### src/sv/lcdnw_pkg.sv
// Shared types, codes and microcode ROM for the 4-bit character LCD write sequencer.
// No dependencies; imported by lcdnw_cfg_regs and char_lcd_nibble_write_sequencer_unit.
package lcdnw_pkg;

    localparam int LINE_LENGTH = 40;
    localparam logic [5:0] COL_MAX = 6'(LINE_LENGTH - 1);

    localparam int CFG_IDX_W  = 3;
    localparam int CFG_DATA_W = 16;
    localparam int HOLD_W     = 18;
    localparam int EXTRA_W    = 17;

    localparam logic [2:0] MODE_DATA   = 3'd0;
    localparam logic [2:0] MODE_CMD    = 3'd1;
    localparam logic [2:0] MODE_INIT   = 3'd2;
    localparam logic [2:0] MODE_CURSOR = 3'd3;
    localparam logic [2:0] MODE_CLEAR  = 3'd4;

    localparam logic [2:0] CFG_PHASE      = 3'd0;
    localparam logic [2:0] CFG_CMD_EXTRA  = 3'd1;
    localparam logic [2:0] CFG_DATA_EXTRA = 3'd2;
    localparam logic [2:0] CFG_CLR_EXTRA  = 3'd3;
    localparam logic [2:0] CFG_POWER_UP   = 3'd4;
    localparam logic [2:0] CFG_FIRST_RST  = 3'd5;
    localparam logic [2:0] CFG_LATER_RST  = 3'd6;
    localparam logic [2:0] CFG_MODE_SW    = 3'd7;

    localparam logic [7:0] CMD_CLEAR     = 8'h01;
    localparam logic [7:0] CMD_DDRAM_ROW0 = 8'h80;
    localparam logic [7:0] CMD_DDRAM_ROW1 = 8'hC0;

    typedef struct packed {
        logic [2:0] mode;
        logic [7:0] byte_value;
        logic       row;
        logic [5:0] column;
    } in_item_t;

    typedef struct packed {
        logic              register_select;
        logic              enable_level;
        logic [3:0]        data_nibble;
        logic [HOLD_W-1:0] hold_us;
        logic              last;
    } out_item_t;

    typedef struct packed {
        logic [CFG_DATA_W-1:0] phase_wait_us;
        logic [CFG_DATA_W-1:0] command_extra_us;
        logic [CFG_DATA_W-1:0] data_extra_us;
        logic [CFG_DATA_W-1:0] clear_extra_us;
        logic [CFG_DATA_W-1:0] power_up_wait_us;
        logic [CFG_DATA_W-1:0] first_reset_wait_us;
        logic [CFG_DATA_W-1:0] later_reset_wait_us;
        logic [CFG_DATA_W-1:0] mode_switch_wait_us;
    } cfg_t;

    localparam cfg_t CFG_RESET = '{
        phase_wait_us:       16'd100,
        command_extra_us:    16'd2000,
        data_extra_us:       16'd100,
        clear_extra_us:      16'd2000,
        power_up_wait_us:    16'd20000,
        first_reset_wait_us: 16'd5000,
        later_reset_wait_us: 16'd150,
        mode_switch_wait_us: 16'd100
    };

    typedef enum logic [1:0] {
        NIB_CONST,
        NIB_HIGH,
        NIB_LOW
    } nib_src_t;

    typedef enum logic [2:0] {
        EXTRA_NONE,
        EXTRA_BYTE,
        EXTRA_FIRST,
        EXTRA_LATER,
        EXTRA_MODE,
        EXTRA_CLEAR
    } extra_t;

    typedef struct packed {
        nib_src_t   src;
        logic [3:0] nib;
        extra_t     extra;
        logic       single;
        logic       done;
    } ucode_t;

    localparam int UC_ADDR_W = 4;
    localparam logic [UC_ADDR_W-1:0] UC_BYTE  = 4'd0;
    localparam logic [UC_ADDR_W-1:0] UC_INIT  = 4'd2;
    localparam logic [UC_ADDR_W-1:0] UC_CLEAR = 4'd13;

    // One word per nibble (or per single pin state).
    function automatic ucode_t ucode_rom(input logic [UC_ADDR_W-1:0] addr);
        ucode_t w;
        w = '{src: NIB_CONST, nib: 4'h0, extra: EXTRA_NONE, single: 1'b0, done: 1'b1};
        case (addr)
            4'd0:  w = '{NIB_HIGH,  4'h0, EXTRA_NONE,  1'b0, 1'b0};
            4'd1:  w = '{NIB_LOW,   4'h0, EXTRA_BYTE,  1'b0, 1'b1};
            4'd2:  w = '{NIB_CONST, 4'h0, EXTRA_NONE,  1'b1, 1'b0};
            4'd3:  w = '{NIB_CONST, 4'h3, EXTRA_FIRST, 1'b0, 1'b0};
            4'd4:  w = '{NIB_CONST, 4'h3, EXTRA_LATER, 1'b0, 1'b0};
            4'd5:  w = '{NIB_CONST, 4'h3, EXTRA_LATER, 1'b0, 1'b0};
            4'd6:  w = '{NIB_CONST, 4'h2, EXTRA_MODE,  1'b0, 1'b0};
            4'd7:  w = '{NIB_CONST, 4'h2, EXTRA_NONE,  1'b0, 1'b0};
            4'd8:  w = '{NIB_CONST, 4'h8, EXTRA_BYTE,  1'b0, 1'b0};
            4'd9:  w = '{NIB_CONST, 4'h0, EXTRA_NONE,  1'b0, 1'b0};
            4'd10: w = '{NIB_CONST, 4'hC, EXTRA_BYTE,  1'b0, 1'b0};
            4'd11: w = '{NIB_CONST, 4'h0, EXTRA_NONE,  1'b0, 1'b0};
            4'd12: w = '{NIB_CONST, 4'h6, EXTRA_BYTE,  1'b0, 1'b0};
            4'd13: w = '{NIB_CONST, 4'h0, EXTRA_NONE,  1'b0, 1'b0};
            4'd14: w = '{NIB_CONST, 4'h1, EXTRA_CLEAR, 1'b0, 1'b1};
            default: w = '{NIB_CONST, 4'h0, EXTRA_NONE, 1'b0, 1'b1};
        endcase
        return w;
    endfunction

endpackage

### src/sv/lcdnw_cfg_regs.sv
// Timing register file of the LCD write sequencer, written through a plain write port.
// Depends on lcdnw_pkg.
module lcdnw_cfg_regs
    import lcdnw_pkg::*;
(
    input  logic                  aclk,
    input  logic                  aresetn,
    input  logic                  cfg_we,
    input  logic [CFG_IDX_W-1:0]  cfg_index,
    input  logic [CFG_DATA_W-1:0] cfg_wdata,
    output cfg_t                  cfg
);

    cfg_t cfg_reg;
    cfg_t cfg_next;

    always_comb begin
        cfg_next = cfg_reg;
        if (cfg_we) begin
            case (cfg_index)
                CFG_PHASE:      cfg_next.phase_wait_us       = cfg_wdata;
                CFG_CMD_EXTRA:  cfg_next.command_extra_us    = cfg_wdata;
                CFG_DATA_EXTRA: cfg_next.data_extra_us       = cfg_wdata;
                CFG_CLR_EXTRA:  cfg_next.clear_extra_us      = cfg_wdata;
                CFG_POWER_UP:   cfg_next.power_up_wait_us    = cfg_wdata;
                CFG_FIRST_RST:  cfg_next.first_reset_wait_us = cfg_wdata;
                CFG_LATER_RST:  cfg_next.later_reset_wait_us = cfg_wdata;
                CFG_MODE_SW:    cfg_next.mode_switch_wait_us = cfg_wdata;
                default:        cfg_next = cfg_reg;
            endcase
        end
    end

    always_ff @(posedge aclk) begin
        if (!aresetn) begin
            cfg_reg <= CFG_RESET;
        end else begin
            cfg_reg <= cfg_next;
        end
    end

    assign cfg = cfg_reg;

endmodule

### src/sv/char_lcd_nibble_write_sequencer_unit.sv
// Top level of the 4-bit character LCD write sequencer: microcoded pin-state generator.
// Depends on lcdnw_pkg and lcdnw_cfg_regs.
//
// Usage: one request item enters on s_valid/s_ready (s_item: mode, byte_value, row,
// column); it leaves as a run of pin-state items on m_valid/m_ready (m_item: RS, E,
// D4..D7, hold time, last flag). Data, command, set-cursor and clear requests give
// 6 pin states, init gives 37, modes 5 to 7 give none.
// A step counter walks a microcode ROM (one word per nibble) with a phase counter
// over the three pin states of a nibble; one pin state is produced per cycle unless the receiver stalls.
// The request is first registered (busy flag, step counter, byte), then each pin state
// is registered in the output register; a request occupies the block until its last
// pin state is produced, and s_ready stays low while a request is running.
// A stalled receiver holds the output register and freezes the step counter;
// the next request can be taken while the final pin state still waits.
// Reset clears the pending request and the output valid flag and loads the
// timing registers with their defaults. Write timing registers only when idle.
module char_lcd_nibble_write_sequencer_unit
    import lcdnw_pkg::*;
(
    input  logic                  aclk,
    input  logic                  aresetn,
    input  logic                  cfg_we,
    input  logic [CFG_IDX_W-1:0]  cfg_index,
    input  logic [CFG_DATA_W-1:0] cfg_wdata,
    input  logic                  s_valid,
    output logic                  s_ready,
    input  in_item_t              s_item,
    output logic                  m_valid,
    input  logic                  m_ready,
    output out_item_t             m_item
);

    cfg_t cfg;

    lcdnw_cfg_regs u_cfg (
        .aclk      (aclk),
        .aresetn   (aresetn),
        .cfg_we    (cfg_we),
        .cfg_index (cfg_index),
        .cfg_wdata (cfg_wdata),
        .cfg       (cfg)
    );

    logic                 busy_reg, busy_next;
    logic [UC_ADDR_W-1:0] pc_reg, pc_next;
    logic [1:0]           phase_reg, phase_next;
    logic                 rs_reg, rs_next;
    logic [7:0]           byte_reg, byte_next;
    logic                 m_valid_reg, m_valid_next;
    out_item_t            m_item_reg, m_item_next;

    ucode_t              uc;
    logic [3:0]          nib;
    logic [EXTRA_W-1:0]  extra;
    logic [HOLD_W-1:0]   hold;
    logic                step_last;
    logic                advance;
    logic                accept;
    logic [5:0]          col_clamped;
    out_item_t           cur_item;

    assign uc          = ucode_rom(pc_reg);
    assign step_last   = uc.single || (phase_reg == 2'd2);
    assign advance     = busy_reg && (!m_valid_reg || m_ready);
    assign accept      = s_valid && s_ready;
    assign col_clamped = (s_item.column > COL_MAX) ? COL_MAX : s_item.column;

    always_comb begin
        case (uc.src)
            NIB_HIGH: nib = byte_reg[7:4];
            NIB_LOW:  nib = byte_reg[3:0];
            default:  nib = uc.nib;
        endcase

        case (uc.extra)
            EXTRA_BYTE:  extra = rs_reg ? EXTRA_W'(cfg.data_extra_us)
                                        : EXTRA_W'(cfg.command_extra_us);
            EXTRA_FIRST: extra = EXTRA_W'(cfg.first_reset_wait_us);
            EXTRA_LATER: extra = EXTRA_W'(cfg.later_reset_wait_us);
            EXTRA_MODE:  extra = EXTRA_W'(cfg.mode_switch_wait_us);
            EXTRA_CLEAR: extra = EXTRA_W'(cfg.command_extra_us)
                               + EXTRA_W'(cfg.clear_extra_us);
            default:     extra = '0;
        endcase

        if (uc.single) begin
            hold = HOLD_W'(cfg.power_up_wait_us);
        end else if (phase_reg == 2'd2) begin
            hold = HOLD_W'(cfg.phase_wait_us) + HOLD_W'(extra);
        end else begin
            hold = HOLD_W'(cfg.phase_wait_us);
        end

        cur_item.register_select = uc.single ? 1'b0 : rs_reg;
        cur_item.enable_level    = !uc.single && (phase_reg == 2'd1);
        cur_item.data_nibble     = uc.single ? 4'h0 : nib;
        cur_item.hold_us         = hold;
        cur_item.last            = uc.done && step_last;
    end

    always_comb begin
        busy_next    = busy_reg;
        pc_next      = pc_reg;
        phase_next   = phase_reg;
        rs_next      = rs_reg;
        byte_next    = byte_reg;
        m_valid_next = m_valid_reg;
        m_item_next  = m_item_reg;

        if (advance) begin
            m_valid_next = 1'b1;
            m_item_next  = cur_item;
            if (step_last) begin
                phase_next = 2'd0;
                pc_next    = pc_reg + 1'b1;
                if (uc.done) begin
                    busy_next = 1'b0;
                end
            end else begin
                phase_next = phase_reg + 1'b1;
            end
        end else if (m_ready) begin
            m_valid_next = 1'b0;
        end

        if (accept) begin
            phase_next = 2'd0;
            rs_next    = (s_item.mode == MODE_DATA);
            byte_next  = s_item.byte_value;
            case (s_item.mode)
                MODE_DATA, MODE_CMD: begin
                    busy_next = 1'b1;
                    pc_next   = UC_BYTE;
                end
                MODE_CURSOR: begin
                    busy_next = 1'b1;
                    pc_next   = UC_BYTE;
                    byte_next = (s_item.row ? CMD_DDRAM_ROW1 : CMD_DDRAM_ROW0)
                              + {2'b00, col_clamped};
                end
                MODE_INIT: begin
                    busy_next = 1'b1;
                    pc_next   = UC_INIT;
                end
                MODE_CLEAR: begin
                    busy_next = 1'b1;
                    pc_next   = UC_CLEAR;
                end
                default: busy_next = 1'b0;
            endcase
        end
    end

    always_ff @(posedge aclk) begin
        if (!aresetn) begin
            busy_reg    <= 1'b0;
            pc_reg      <= '0;
            phase_reg   <= 2'd0;
            m_valid_reg <= 1'b0;
        end else begin
            busy_reg    <= busy_next;
            pc_reg      <= pc_next;
            phase_reg   <= phase_next;
            m_valid_reg <= m_valid_next;
        end
        rs_reg     <= rs_next;
        byte_reg   <= byte_next;
        m_item_reg <= m_item_next;
    end

    assign s_ready = !busy_reg;
    assign m_valid = m_valid_reg;
    assign m_item  = m_item_reg;

    a_unknown_mode_idle: assert property (@(posedge aclk) disable iff (!aresetn)
        (accept && (s_item.mode != MODE_DATA) && (s_item.mode != MODE_CMD)
         && (s_item.mode != MODE_INIT) && (s_item.mode != MODE_CURSOR)
         && (s_item.mode != MODE_CLEAR)) |=> !busy_reg)
        else $error("unknown mode started a sequence");

    a_last_ends_run: assert property (@(posedge aclk) disable iff (!aresetn)
        (advance && cur_item.last) |=> !busy_reg)
        else $error("sequence kept running after its last pin state");

    a_phase_range: assert property (@(posedge aclk) disable iff (!aresetn)
        busy_reg |-> (phase_reg != 2'd3))
        else $error("phase counter out of range");

    a_strobe_not_last: assert property (@(posedge aclk) disable iff (!aresetn)
        (m_valid && m_item.enable_level) |-> !m_item.last)
        else $error("request ended with the enable strobe high");

endmodule
### config.mk
export PLATFORM = sky130hd
export DESIGN_NAME = char_lcd_nibble_write_sequencer_unit
export DESIGN_NICKNAME = d
export VERILOG_FILES = /design/src/sv/lcdnw_pkg.sv /design/src/sv/lcdnw_cfg_regs.sv /design/src/sv/char_lcd_nibble_write_sequencer_unit.sv
export SDC_FILE = /design/constraint.sdc
export NUM_CORES = 1
export LEC_CHECK = 0
export BUFFER_PORTS_ARGS = -buffer_cell sky130_fd_sc_hd__buf_2
export CAP_MARGIN = 5
export CELL_PAD_IN_SITES_DETAIL_PLACEMENT = 1
export CELL_PAD_IN_SITES_GLOBAL_PLACEMENT = 1
export CORE_ASPECT_RATIO = 1.1
export CORE_MARGIN = 2
export CORE_UTILIZATION = 46
export CTS_BUF_LIST = sky130_fd_sc_hd__clkbuf_16
export CTS_CLUSTER_SIZE = 14
export DETAILED_ROUTE_END_ITERATION = 8
export PLACE_DENSITY = 0.79
export SLEW_MARGIN = 30
export SYNTH_ARGS = -nofsm -noshare
export SYNTH_HDL_FRONTEND = slang
export SYNTH_HIERARCHICAL = 1
export SYNTH_SLANG_ARGS = --single-unit
### constraint.sdc
create_clock -name aclk -period 12.5 [get_ports aclk]
set_clock_uncertainty 0.2 [all_clocks]
set_input_delay 1.25 -clock aclk [delete_from_list [all_inputs] [get_ports aclk]]
set_output_delay 1.25 -clock aclk [all_outputs]
set_load 0.005 [all_outputs]
==> run summary, run 1 <==
The run finished with clean final reports. The largest voltage drop on the vdd net is about 0.085 mV. The area of the mapped netlist came out at between 0.009 and 0.01 sq mm. The first-pass iteration count of the detailed router came out at 4. The via count of the first global-routing pass came out at 7,986.

The core footprint is slightly below 0.02 sq mm. The root buffer cell chosen for the clock tree is sky130_fd_sc_hd__clkbuf_16. The critical path goes through ha_1 > inv_1 > fa_1 > nand2b_1 > a21oi_1 > nand2b_1 > a21o_1 > a21oi_1 > xor2_1 > o21ai_0 > ha_1 > and3_1 > a221oi_2 > nor2b_1 > a311o_1 > o41ai_4 > mux2i_1 > a221o_1.

The clock transition at the register clock pins on the worst setup and hold paths after CTS came out at around 0.07 ns. The antenna diode count came out at 0. Dividing the detail-routed wire length by the instance count gives around 20 um. Setup repair after global routing left no endpoint under its margin. The number of buffer cells added on primary ports came out at 68. The number of remaining DRC errors came out at 0. Buffers inserted during clock tree synthesis total 17. The most instantiated library cell after synthesis is sky130_fd_sc_hd__mux2i_1.

The maximum clock frequency came out at between 200 and 250 MHz. The clock insertion delay at the later pin of the skew report came out at between 0.4 and 0.5 ns. The per-instance average area after synthesis came out at ~9.5 sq um. The cell with the largest stage delay on the worst path is sky130_fd_sc_hd__fa_1.

The number of flip-flops under the largest register name came out at 128. For this run, the slowest stage of the critical path takes roughly 0.39 ns. The detail route stage leaves a number of antenna-violating nets equal to 0.

The clock period minus worst slack is 4.66 ns. The number of placed I/O pins is a little under 70. The number of enable-type register cells in the synthesized netlist came out at 34. The post-detailed-routing wire length came out at between 20 and 30 mm. The buffer count from post-CTS setup fixing came out at 0. The die is roughly 150 um tall. From synthesis to final layout, the design area changed by 12.2%. The aggregate global-route resource usage is between 20% and 30%.

The count of distinct cell types in the synthesized netlist came out at 63. The static leakage is around 4.6 nW. The number of setup violations in the final report came out at 0. The placer's final routability congestion estimate is approximately 0.90. The data required time at the worst endpoint came out at approximately 12 ns. The instance count along the most critical hold path is 2. After floorplanning, the core was divided into 54 placement rows.

Max-cap violations in this run came to 0. The post-route total power is between 0.001 and 0.0015 W. The detailed-placement wirelength estimate came out at ~18 mm. The yosys synthesis warning count is 6.

The register-to-register setup slack came out at a little under 8 ns. The die is about 140 um wide. Of the synthesized area, sequential elements account for 42.4%. STA puts the critical path data arrival time at roughly 4.7 ns.

The proportion of netlist area held by the largest area contributor is about a third. The startpoint identified for the worst hold timing path is u_cfg/cfg[95]. The post-cts gate resize count came out at 0. The total number of vias came out at 7,411. The maximum fanout count along the critical path is 5.

The total power density per cell area is approximately 130 mW/mm^2. At the end of the flow the core is filled with cells to between 50% and 60%. The number of nets in the layout is about 1,100. In this run the critical register-to-register path is captured at m_item[16].

The total number of H-tree levels came out at 4. The critical setup path kind is register to register. The number of buffers inserted by hold repair at cts is 0. The TritonCTS sink count is ~180. By count the netlist is led by sky130_fd_sc_hd__mux2i_1 (159), sky130_fd_sc_hd__nand2_1 (156), sky130_fd_sc_hd__dfxtp_1 (147). The number of standard cells after synthesis is 985.

The async set-reset flop share out of synthesis is 0%. STA classifies the critical path startpoint as a register. The clock tree from TritonCTS is built. The final hold violation count is 0. The startpoint of the worst-slack reg-to-reg timing path is u_cfg/cfg[96]. Of all cell types, the one taking the most synthesized area is sky130_fd_sc_hd__dfxtp_1.

The post-route setup TNS came out at 0 ns. The largest net degree at the start of global routing came out at between 80 and 90. The clock tree buffer depth is 2. In the synthesized netlist the dominant register cell turns out to be sky130_fd_sc_hd__dfxtp_1. The nature of the critical path endpoint is a register. The number of cells on the worst reg-to-reg path is 18. The transition time at the pin with the least slew margin is 0.910 ns. The post-synthesis net count came out at between 1,000 and 1,500. In the routed layout, each cell is associated on average with a via count of 5.71. The wire length of the first global-routing pass is 42.2 mm. The number of antenna violations at the first check in global routing came to 0. The number of register bits inferred by synthesis is 181. The worst min-delay path category is register to register. Ranked by total cell area, the synthesized netlist is headed by sky130_fd_sc_hd__dfxtp_1 (32%), sky130_fd_sc_hd__mux2i_1 (17%), sky130_fd_sc_hd__edfxtp_1 (11%), sky130_fd_sc_hd__nand2_1 (6.3%), sky130_fd_sc_hd__ha_1 (5.0%). The number of DRC violations after detailed-routing iteration 0 came out at roughly 360. The path with the worst hold slack has its endpoint at u_cfg/cfg[95]. The relative slew slack came out at approximately two fifths.

Cells with a size suffix above 1 make up 12.0% of the layout. After global routing the overflow that remains totals 0. The die area is 0.0215 sq mm.

The period utilization is 37.3%. The starting utilization of the core area came out at a little under half. The number of max-slew violations in the final report is 0.
[kinds of logic (layout without fill, tap and decap cells)]
group / after synthesis / in the layout / synth area share [%]
AO/OA/AOI/OAI: 177 / 177 / 12.4
XOR/XNOR: 23 / 23 / 2.16
adder cells (fa/ha/maj): 39 / 39 / 5.39
buffers and inverters: 76 / 138 / 3.63
flip-flops: 181 / 181 / 42.4
multiplexers: 162 / 162 / 17.4
AND/OR/NAND/NOR: 327 / 327 / 16.5
[cell usage in the layout (no fill, tap or decap), types with 4 or more instances in the layout]
| cell | count |
|---|---|
| sky130_fd_sc_hd__a31oi_1 | 5 |
| sky130_fd_sc_hd__ha_1 | 37 |
| sky130_fd_sc_hd__clkbuf_16 | 17 |
| sky130_fd_sc_hd__o21ai_0 | 39 |
| sky130_fd_sc_hd__xor2_1 | 14 |
| sky130_fd_sc_hd__a21boi_0 | 4 |
| sky130_fd_sc_hd__edfxtp_1 | 34 |
| sky130_fd_sc_hd__a21o_1 | 13 |
| sky130_fd_sc_hd__nand3_1 | 10 |
| sky130_fd_sc_hd__nor2_1 | 54 |
| sky130_fd_sc_hd__buf_2 | 67 |
| sky130_fd_sc_hd__buf_4 | 14 |
| sky130_fd_sc_hd__a22oi_1 | 15 |
| sky130_fd_sc_hd__and2_1 | 5 |
| sky130_fd_sc_hd__nand3b_1 | 4 |
| sky130_fd_sc_hd__nand4b_1 | 4 |
| sky130_fd_sc_hd__nand2b_1 | 8 |
| sky130_fd_sc_hd__dfxtp_1 | 147 |
| sky130_fd_sc_hd__a2bb2oi_1 | 4 |
| sky130_fd_sc_hd__nor3_1 | 10 |
| sky130_fd_sc_hd__a21oi_1 | 49 |
| sky130_fd_sc_hd__nand4_1 | 4 |
| sky130_fd_sc_hd__nor2b_1 | 58 |
| sky130_fd_sc_hd__inv_1 | 23 |
| sky130_fd_sc_hd__mux2i_1 | 159 |
| sky130_fd_sc_hd__o22ai_1 | 8 |
| sky130_fd_sc_hd__a211oi_1 | 8 |
| sky130_fd_sc_hd__xnor2_1 | 9 |
| sky130_fd_sc_hd__nand2_1 | 156 |
[routing by layer]
| metal | GRT usage (%) | part of all wire (%) |
|---|---|---|
| met5 | 0 | 0 |
| met4 | 9.38 | 2.7 |
| met3 | 3.35 | 2.6 |
| met2 | 43.7 | 50 |
| met1 | 31.2 | 44 |
[worst max-delay path by stage]
stage / endpoint / startpoint / cells after the start / slack (ns)
2_1_floorplan: m_item[16] / u_cfg/cfg[96] / 18 / 8.39
3_3_place_gp: m_item[16] / u_cfg/cfg[96] / 18 / 8.01
3_5_place_dp: m_item[16] / u_cfg/cfg[96] / 18 / 7.91
4_1_cts: m_item[16] / u_cfg/cfg[96] / 18 / 7.87
5_1_grt: m_item[16] / u_cfg/cfg[96] / 18 / 7.60
6_report: m_item[16] / u_cfg/cfg[96] / 18 / 7.84
[worst max-delay path: cells and delay by family (launching register included)]
| kind | cells | cell delay (ns) |
|---|---|---|
| fa+ha+maj | 3 | 0.94 |
| compound gates | 8 | 1.93 |
| mux | 1 | 0.12 |
| xor+xnor | 1 | 0.14 |
| buf+inv | 1 | 0.07 |
| flops | 1 | 0.36 |
| simple gates | 4 | 0.64 |
[report_power, final]
part           total, W  switching, W  internal (W)
clock network  0.000554      0.000254      0.000300
registers      0.000627     0.0000104      0.000616
logic          0.000158     0.0000993     0.0000585
total           0.00134      0.000364      0.000975
[per-stage QoR]
step / cell area, sq um / hold slack, ns / setup slack [ns] / cells
finish: 10500 / 0.262 / 7.84 / 1299
floorplan: 9340 / 0.231 / 8.39 / 985
detailed placement: 9880 / 0.254 / 7.91 / 1267
global placement: 9880 / 0.244 / 8.01 / 1267
CTS: 10500 / 0.266 / 7.87 / 1299
global route: 10500 / 0.277 / 7.60 / 1299
[cell type report]
cell class                 count  area [sq um]
clock inverter                15           170
timing repair buffer          81           440
fill                        2281          9380
multi-input combinational    728          5070
clock buffer                  17           425
sequential                   181          3960
tap                          252           315
inverter                      25          93.8
Note: power is estimated with default switching activity, not from simulation.
==> run 2: changes to the inputs <==
Clock period 12.5 ns to 4.51 ns, I/O delays scaled along.
==> run summary, run 2 (synthesis gave the netlist of run 1 again) <==
The run finished with clean final reports. The number of antenna violations at the first check in global routing was 1 (+1). The startpoint type of the worst setup path is a register. The data required time at the worst endpoint came out at 4.50 ns (-7.99 ns). The area added between synthesis and finish came out at 13.9%. The nature of the critical path endpoint is a register. The maximum fanout count along the critical path is 3 (-2).

The ratio of routed vias to standard cells is 5.72 (+0.30%). The aggregate global routing overflow came out at 0 (unchanged). Traced cell by cell, the critical path runs through ha_2 > inv_1 > fa_2 > nand2b_4 > a21oi_2 > nand2b_4 > a21o_1 > a21oi_1 > xor2_1 > o21ai_1 > ha_1 > and3_1 > a221oi_2 > nor2b_1 > a311o_1 > o41ai_4 > mux2i_1 > a221o_1. The TritonCTS sink count came out at 181 (unchanged). The number of nets in the layout came out at 1,126 (+0.99%). The worst min-delay path category is primary input to register. The internal power component came out at 0.00273 W (+180%). The number of max-slew violations in the final report is 0 (unchanged). In this design, the largest share of critical-path delay is due to compound AO/OA/AOI/OAI gates. The clock tree buffer depth is 2 (unchanged). The number of DRC violations after detailed-routing iteration 0 came to 387 (+7.2%). The instance count along the most critical hold path came to 3 (+1). The total number of H-tree levels came out at 4 (unchanged). The end of the worst register-to-register path is m_item[16]. The row count is 54 (unchanged). The final hold violation count is 0 (unchanged). The final cell area excluding filler cells is 0.0106 sq mm (+1.5%). The top cell types in the final layout, fill and taps aside, are sky130_fd_sc_hd__mux2i_1 (159), sky130_fd_sc_hd__nand2_1 (156), sky130_fd_sc_hd__dfxtp_1 (147), sky130_fd_sc_hd__buf_2 (67), sky130_fd_sc_hd__nor2b_1 (58). The total number of vias is 7,496 (+1.1%). The average wire per standard cell came out at 20.5 um (+1.1%). The post-route total power came out at 0.00370 W (+180%). The worst hold slack came out at 0.0673 ns (-0.194 ns). The sequential share of power was 47.1% (+0.3 points).

The maximum clock frequency is 227 MHz (+5.8%). The total power density per cell area came out at 348 mW/mm^2 (+170%). The cell area reported after detailed placement is 0.00996 sq mm (+0.73%). The post-route antenna net violation count is 0 (unchanged). The transition time at the pin with the least slew margin is 0.816 ns (-0.0940 ns). The y dimension of the die is 153 um (unchanged). The wire length of the first global-routing pass is 42.4 mm (+0.57%). The fraction of power consumed by the clock network is 40.5% (-0.9 points).

The placer's final routability congestion estimate came to 0.855 (-5.1%). The clock transition at the register clock pins on the worst setup and hold paths after CTS is 0.07 ns (about the same). The number of flip-flops under the largest register name is 128 (unchanged).

The delay of the slowest cell on the worst path came out at 0.42 ns (+0.03 ns). The die area came out at 0.0215 sq mm (unchanged). The period utilization was 97.6% (+60 points). The number of buffers inserted by hold repair at cts came out at 0 (unchanged). The detailed-placement wirelength estimate is 18.1 mm (-1.6%). The depth of the worst register-to-register path is 18 (unchanged). The starting utilization of the core area was 47.0% (unchanged).

The width of the chip is 140 um (unchanged). The register-to-register setup slack was 0.11 ns (-7.73 ns). The static leakage came out at 4.72 nW (+1.9%). The launch point of the worst hold path is s_item[6]. The number of buffer and inverter instances along the worst setup path was 1 (unchanged). The clock tree root driver cell is sky130_fd_sc_hd__clkbuf_16.

The number of placed I/O pins is 69 (unchanged). The cell with the largest stage delay on the worst path is sky130_fd_sc_hd__o41ai_4. The post-detailed-routing wire length came out at 26.8 mm (+2.0%). The largest voltage drop on the vdd net came to 0.278 mV (+230%). The core footprint was 0.0199 sq mm (unchanged). The critical path is of the register to register type. The most repeated library cell on the critical path is sky130_fd_sc_hd__nand2b_4. The worst register-to-register path begins at u_cfg/cfg[96].

The number of buffer cells added on primary ports was 68 (unchanged). The first-pass iteration count of the detailed router came out at 5 (+1). The clock period minus worst slack is 4.40 ns (-0.257 ns). The via count of the first global-routing pass came out at 7,777 (-2.6%). The worst hold path terminates at byte_reg[6].

The fraction of power consumed by combinational cells is 12.5% (+0.7 points). The ratio of cells with drive above 1 in the final layout came out at 13.3% (+1.3 points). The number of setup violations in the final report came out at 0 (unchanged).

The antenna diode count came to 0 (unchanged). The total CTS buffers came to 17 (unchanged). The post-route setup TNS came out at 0 ns (unchanged). The net switching component of the power was 0.000965 W (+170%). The number of maximum-capacitance constraint violations is 0 (unchanged). Leaving out fill and tap cells, the most frequent cell in the layout is sky130_fd_sc_hd__mux2i_1.

The relative slew slack is 45.4% (+6.8 points). The data arrival time at the worst-slack endpoint came out at 4.39 ns (-0.26 ns). The aggregate global-route resource usage is 25.2% (+0.31 points). The largest net degree at the start of global routing came out at 162 (+82%).

TritonCTS built the clock tree. The number of remaining DRC errors came out at 0 (unchanged). The clock insertion delay at the later pin of the skew report came to 0.44 ns (about the same).

The switching portion of total power is 26.1% (-1.0 points).
## run 2: changes by cell type in the layout (fill, tap and decap cells not counted), sizes merged
cell	change
buf	+11
clkinv	+2
clkbuf	+1
clkinvlp	-3
## run 2: through the flow
step                      std cells  setup slack (ns)  utilization [%]
after CTS                      1306            0.0514             53.1
after global placement         1274             0.110             50.1
after floorplan                 985             0.395                -
after global routing           1310           -0.0578             53.5
after detailed placement       1274           0.00110             50.1
final                          1310             0.110             53.5
## run 2: repair_timing
item,CTS,global route
setup endpoints to repair,1,3
setup buffers,0,4
pin swaps,1,4
gates resized for setup,1,12
endpoints found under the hold margin,0,0
## run 2: area by class of cell
type | count | area [sq um]
multi-input combinational | 728 | 5130
tap | 252 | 315
inverter | 25 | 93.8
sequential | 181 | 3960
clock buffer | 18 | 450
fill | 2282 | 9230
timing repair buffer | 92 | 548
clock inverter | 14 | 133
## run 2: worst register-to-register path: stages, from the launching register on
cell and delay, ns:
sky130_fd_sc_hd__dfxtp_1 0.36, sky130_fd_sc_hd__ha_2 0.22, sky130_fd_sc_hd__inv_1 0.06, sky130_fd_sc_hd__fa_2 0.36, sky130_fd_sc_hd__nand2b_4 0.16, sky130_fd_sc_hd__a21oi_2 0.17, sky130_fd_sc_hd__nand2b_4 0.16, sky130_fd_sc_hd__a21o_1 0.11
sky130_fd_sc_hd__a21oi_1 0.07, sky130_fd_sc_hd__xor2_1 0.15, sky130_fd_sc_hd__o21ai_1 0.14, sky130_fd_sc_hd__ha_1 0.28, sky130_fd_sc_hd__and3_1 0.19, sky130_fd_sc_hd__a221oi_2 0.30, sky130_fd_sc_hd__nor2b_1 0.09, sky130_fd_sc_hd__a311o_1 0.33
sky130_fd_sc_hd__o41ai_4 0.42, sky130_fd_sc_hd__mux2i_1 0.12, sky130_fd_sc_hd__a221o_1 0.27
## run 2: how the worst max path moves through the flow
stage	startpoint	end	slack, ns	depth (start not counted)
after global placement	u_cfg/cfg[96]	m_item[16]	0.11	18
after CTS	u_cfg/cfg[64]	m_item[16]	0.05	18
after global routing	u_cfg/cfg[96]	m_item[16]	-0.06	18
after floorplan	u_cfg/cfg[96]	m_item[16]	0.40	18
after detailed placement	u_cfg/cfg[96]	m_item[16]	0.001	18
final	u_cfg/cfg[96]	m_item[16]	0.11	18
## run 2: power groups by stage
stage          logic [W]  clock network, W  registers [W]
2_1_floorplan   0.000290                 0        0.00177
4_1_cts         0.000451           0.00152        0.00174
5_1_grt         0.000504           0.00158        0.00174
6_report        0.000460           0.00150        0.00174
3_3_place_gp    0.000433                 0        0.00177
3_5_place_dp    0.000444                 0        0.00178
## run 2: routing by layer
layer  track usage, %  vias to the layer above  share of wire, %
met2             44.5                      142                51
met4             8.90                        0               2.6
met1             31.5                     3710                44
met3             3.60                       42               2.9
li1                 -                     3602                 -
met5                0                        -                 0
==> run 3: changes to the inputs <==
Settings changed: BUFFER_PORTS_ARGS -buffer_cell sky130_fd_sc_hd__buf_2 to not set, DONT_BUFFER_PORTS set to 1, PLACE_DENSITY 0.79 to 0.76.
==> run summary, run 3 (synthesis gave the netlist of run 1 again) <==
The final hold violation count is 0 (unchanged). The number of max-slew violations in the final report was 0 (unchanged). The post-detailed-routing wire length is 27.1 mm (+0.96%). The detailed-placement wirelength estimate came out at 17.9 mm (-0.90%).

The total power density per cell area is 348 mW/mm^2 (+0.24%). The average wire per standard cell is 21.5 um (+5.0%). The number of antenna violations at the first check in global routing came out at 0 (-1). The largest voltage drop on the vdd net came out at 0.274 mV (-1.4%). Setup repair after global routing left no endpoint under its margin. The y dimension of the die is 153 um (unchanged). The total CTS buffers came out at 17 (unchanged). The aggregate global-route resource usage came out at 25.5% (+0.25 points). The clock insertion delay at the later pin of the skew report came out at 0.45 ns (about the same). The via count of the first global-routing pass is 7,606 (-2.2%). The period utilization is 94.6% (-2.9 points). The clock period minus worst slack was 4.27 ns (-0.132 ns).

The total number of H-tree levels came out at 4 (unchanged). The post-route setup TNS is 0 ns (unchanged). The most utilized layer in the global route result is met2.

The core footprint is 0.0199 sq mm (unchanged). The number of buffer cells added on primary ports was 0 (-100%). The worst setup path is launched from a register. The ratio of routed vias to standard cells came out at 5.77 (+0.77%). The met3 usage in global routing is 4.04% (+0.44 points).

STA classifies the critical path endpoint as a register. Leaving out fill and tap cells, the most frequent cells in the layout are sky130_fd_sc_hd__mux2i_1 (159), sky130_fd_sc_hd__nand2_1 (156), sky130_fd_sc_hd__dfxtp_1 (145), sky130_fd_sc_hd__nor2b_1 (58), sky130_fd_sc_hd__nor2_1 (54). The total number of vias came out at 7,260 (-3.1%). The aggregate global routing overflow came out at 0 (unchanged). The root buffer cell chosen for the clock tree is sky130_fd_sc_hd__clkbuf_16.

The data arrival time at the worst-slack endpoint is 4.27 ns (-0.12 ns). The clock tree buffer depth came out at 2 (unchanged). The number of maximum-capacitance constraint violations came to 0 (unchanged). The library cell used most frequently in the layout, excluding fill and tap cells, is sky130_fd_sc_hd__mux2i_1.

The wire length of the first global-routing pass came to 42.5 mm (+0.23%). The global routing met1 resource utilization came out at 32.2% (+0.73 points). The largest net degree at the start of global routing is 82 (-49%). The first-pass iteration count of the detailed router came out at 4 (-1). The transition time at the pin with the least slew margin is 0.764 ns (-0.0522 ns). TritonCTS built the clock tree. The met2 track demand over resource in global routing is 43.5% (-1.0 points). The post-route antenna net violation count is 0 (unchanged). The worst min-delay path category is primary input to register. The TritonCTS sink count came to 181 (unchanged). The starting utilization of the core area is 47.0% (unchanged). The relative slew slack is 48.9% (+3.5 points). The number of placed I/O pins is 69 (unchanged).

The placer's final routability congestion estimate came out at 0.861 (+0.75%). The ratio of cells with drive above 1 in the final layout is 7.55% (-5.8 points). The delay of the slowest cell on the worst path is 0.39 ns (-0.03 ns). The number of DRC violations after detailed-routing iteration 0 was 370 (-4.4%). The critical path goes through ha_4 > inv_1 > fa_1 > nand2b_1 > a21oi_2 > nand2b_4 > a21o_1 > a21oi_1 > xor2_1 > o21ai_1 > ha_1 > and3_1 > a221oi_2 > nor2b_1 > a311o_1 > o41ai_4 > mux2i_1 > a221o_1.

The die area was 0.0215 sq mm (unchanged). The maximum clock frequency came out at 234 MHz (+3.1%). The width of the chip came out at 140 um (unchanged). The row count is 54 (unchanged). The critical path is of the register to register type.

The antenna diode count is 0 (unchanged). The worst hold slack came out at 0.0000974 ns (-0.0672 ns). The flow ran to the end, and the final reports show no timing, DRC or antenna violations. The number of nets in the layout is 1,075 (-4.5%). The maximum fanout count along the critical path came to 3 (unchanged). The data required time at the worst endpoint is 4.51 ns (about the same). The clock transition at the register clock pins on the worst setup and hold paths after CTS is 0.07 ns (about the same). The number of flip-flops under the largest register name came out at 128 (unchanged). The static leakage came out at 4.50 nW (-4.6%). The area added between synthesis and finish is 12.0%. Among all stages on the critical path, the largest delay is contributed by sky130_fd_sc_hd__fa_1.

The number of fill cells in the layout is 2,228 (-2.4%). The number of setup violations in the final report is 0 (unchanged). The number of remaining DRC errors is 0 (unchanged).
run 3: cell types whose count changed in the layout (fill, tap and decap cells not counted), sizes merged:
cell	delta
clkinvlp	+2
dlygate4sd3	+17
buf	-68
clkbuf	-1
inv	+2
bufinv	-2
clkinv	-1
run 3: area by class of cell:
class / instances / area [sq um] / share of cell area, %
multi-input cells: 728 / 5120 / 48.9
flip-flops and latches: 181 / 3970 / 37.9
clock buffers: 17 / 425 / 4.07
repair buffers: 41 / 383 / 3.66
well taps: 252 / 315 / 3.02
clock inverters: 15 / 156 / 1.50
inverters: 25 / 93.8 / 0.897
run 3: worst max-delay path, delay by kind of cell (launching register included):
family | cells | cell delay, ns
AO/OA/AOI/OAI | 8 | 1.70
XOR/XNOR | 1 | 0.15
adder cells (fa/ha/maj) | 3 | 0.81
buffers and inverters | 1 | 0.05
flip-flops | 1 | 0.36
multiplexers | 1 | 0.12
AND/OR/NAND/NOR | 4 | 0.62
run 3: routing by layer:
| layer | vias up | routed length, um |
|---|---|---|
| li1 | 3498 | - |
| met2 | 129 | 13400 |
| met1 | 3590 | 11900 |
| met3 | 43 | 910 |
| met4 | 0 | 898 |
| met5 | - | 0 |
run 3: path summary, 6_finish.rpt:
path / from / end / slack, ns / cells past startpoint
worst max-delay path: u_cfg/cfg[64] / m_item[16] / 0.24 / 18
worst max register to register: u_cfg/cfg[64] / m_item[16] / 0.24 / 18
worst min register to register: u_cfg/cfg[1] / u_cfg/cfg[1] / 0.26 / 2
worst min-delay path: cfg_wdata[11] / u_cfg/cfg[59] / 0.0001 / 2
run 3: power by group:
| group | switching (W) | total [W] | internal [W] |
|---|---|---|---|
| Combinational | 0.000253 | 0.000418 | 0.000165 |
| Clock | 0.000740 | 0.00148 | 0.000739 |
| Sequential | 0.0000386 | 0.00175 | 0.00171 |
| Total | 0.00103 | 0.00364 | 0.00261 |
run 3: repair_timing:
item / in CTS / in global routing
pin swaps: 0 / 4
hold buffers: 18 / 0
endpoints found under the setup margin: 1 / 3
buffers inserted: 0 / 1
gates resized for setup: 2 / 11
endpoints found under the hold margin: 93 / 0
run 3: stage by stage:
stage	utilization (%)	total power [W]	setup WS, ns	instances	instance area [sq um]
final	52.6	0.00364	0.242	1259	10500
after CTS	52.4	0.00366	0.0413	1258	10400
after detailed placement	48.4	0.00216	-0.0594	1208	9620
after floorplan	-	0.00206	0.395	985	9340
after global routing	52.6	0.00377	0.0234	1259	10500
after global placement	48.4	0.00215	0.0616	1208	9620
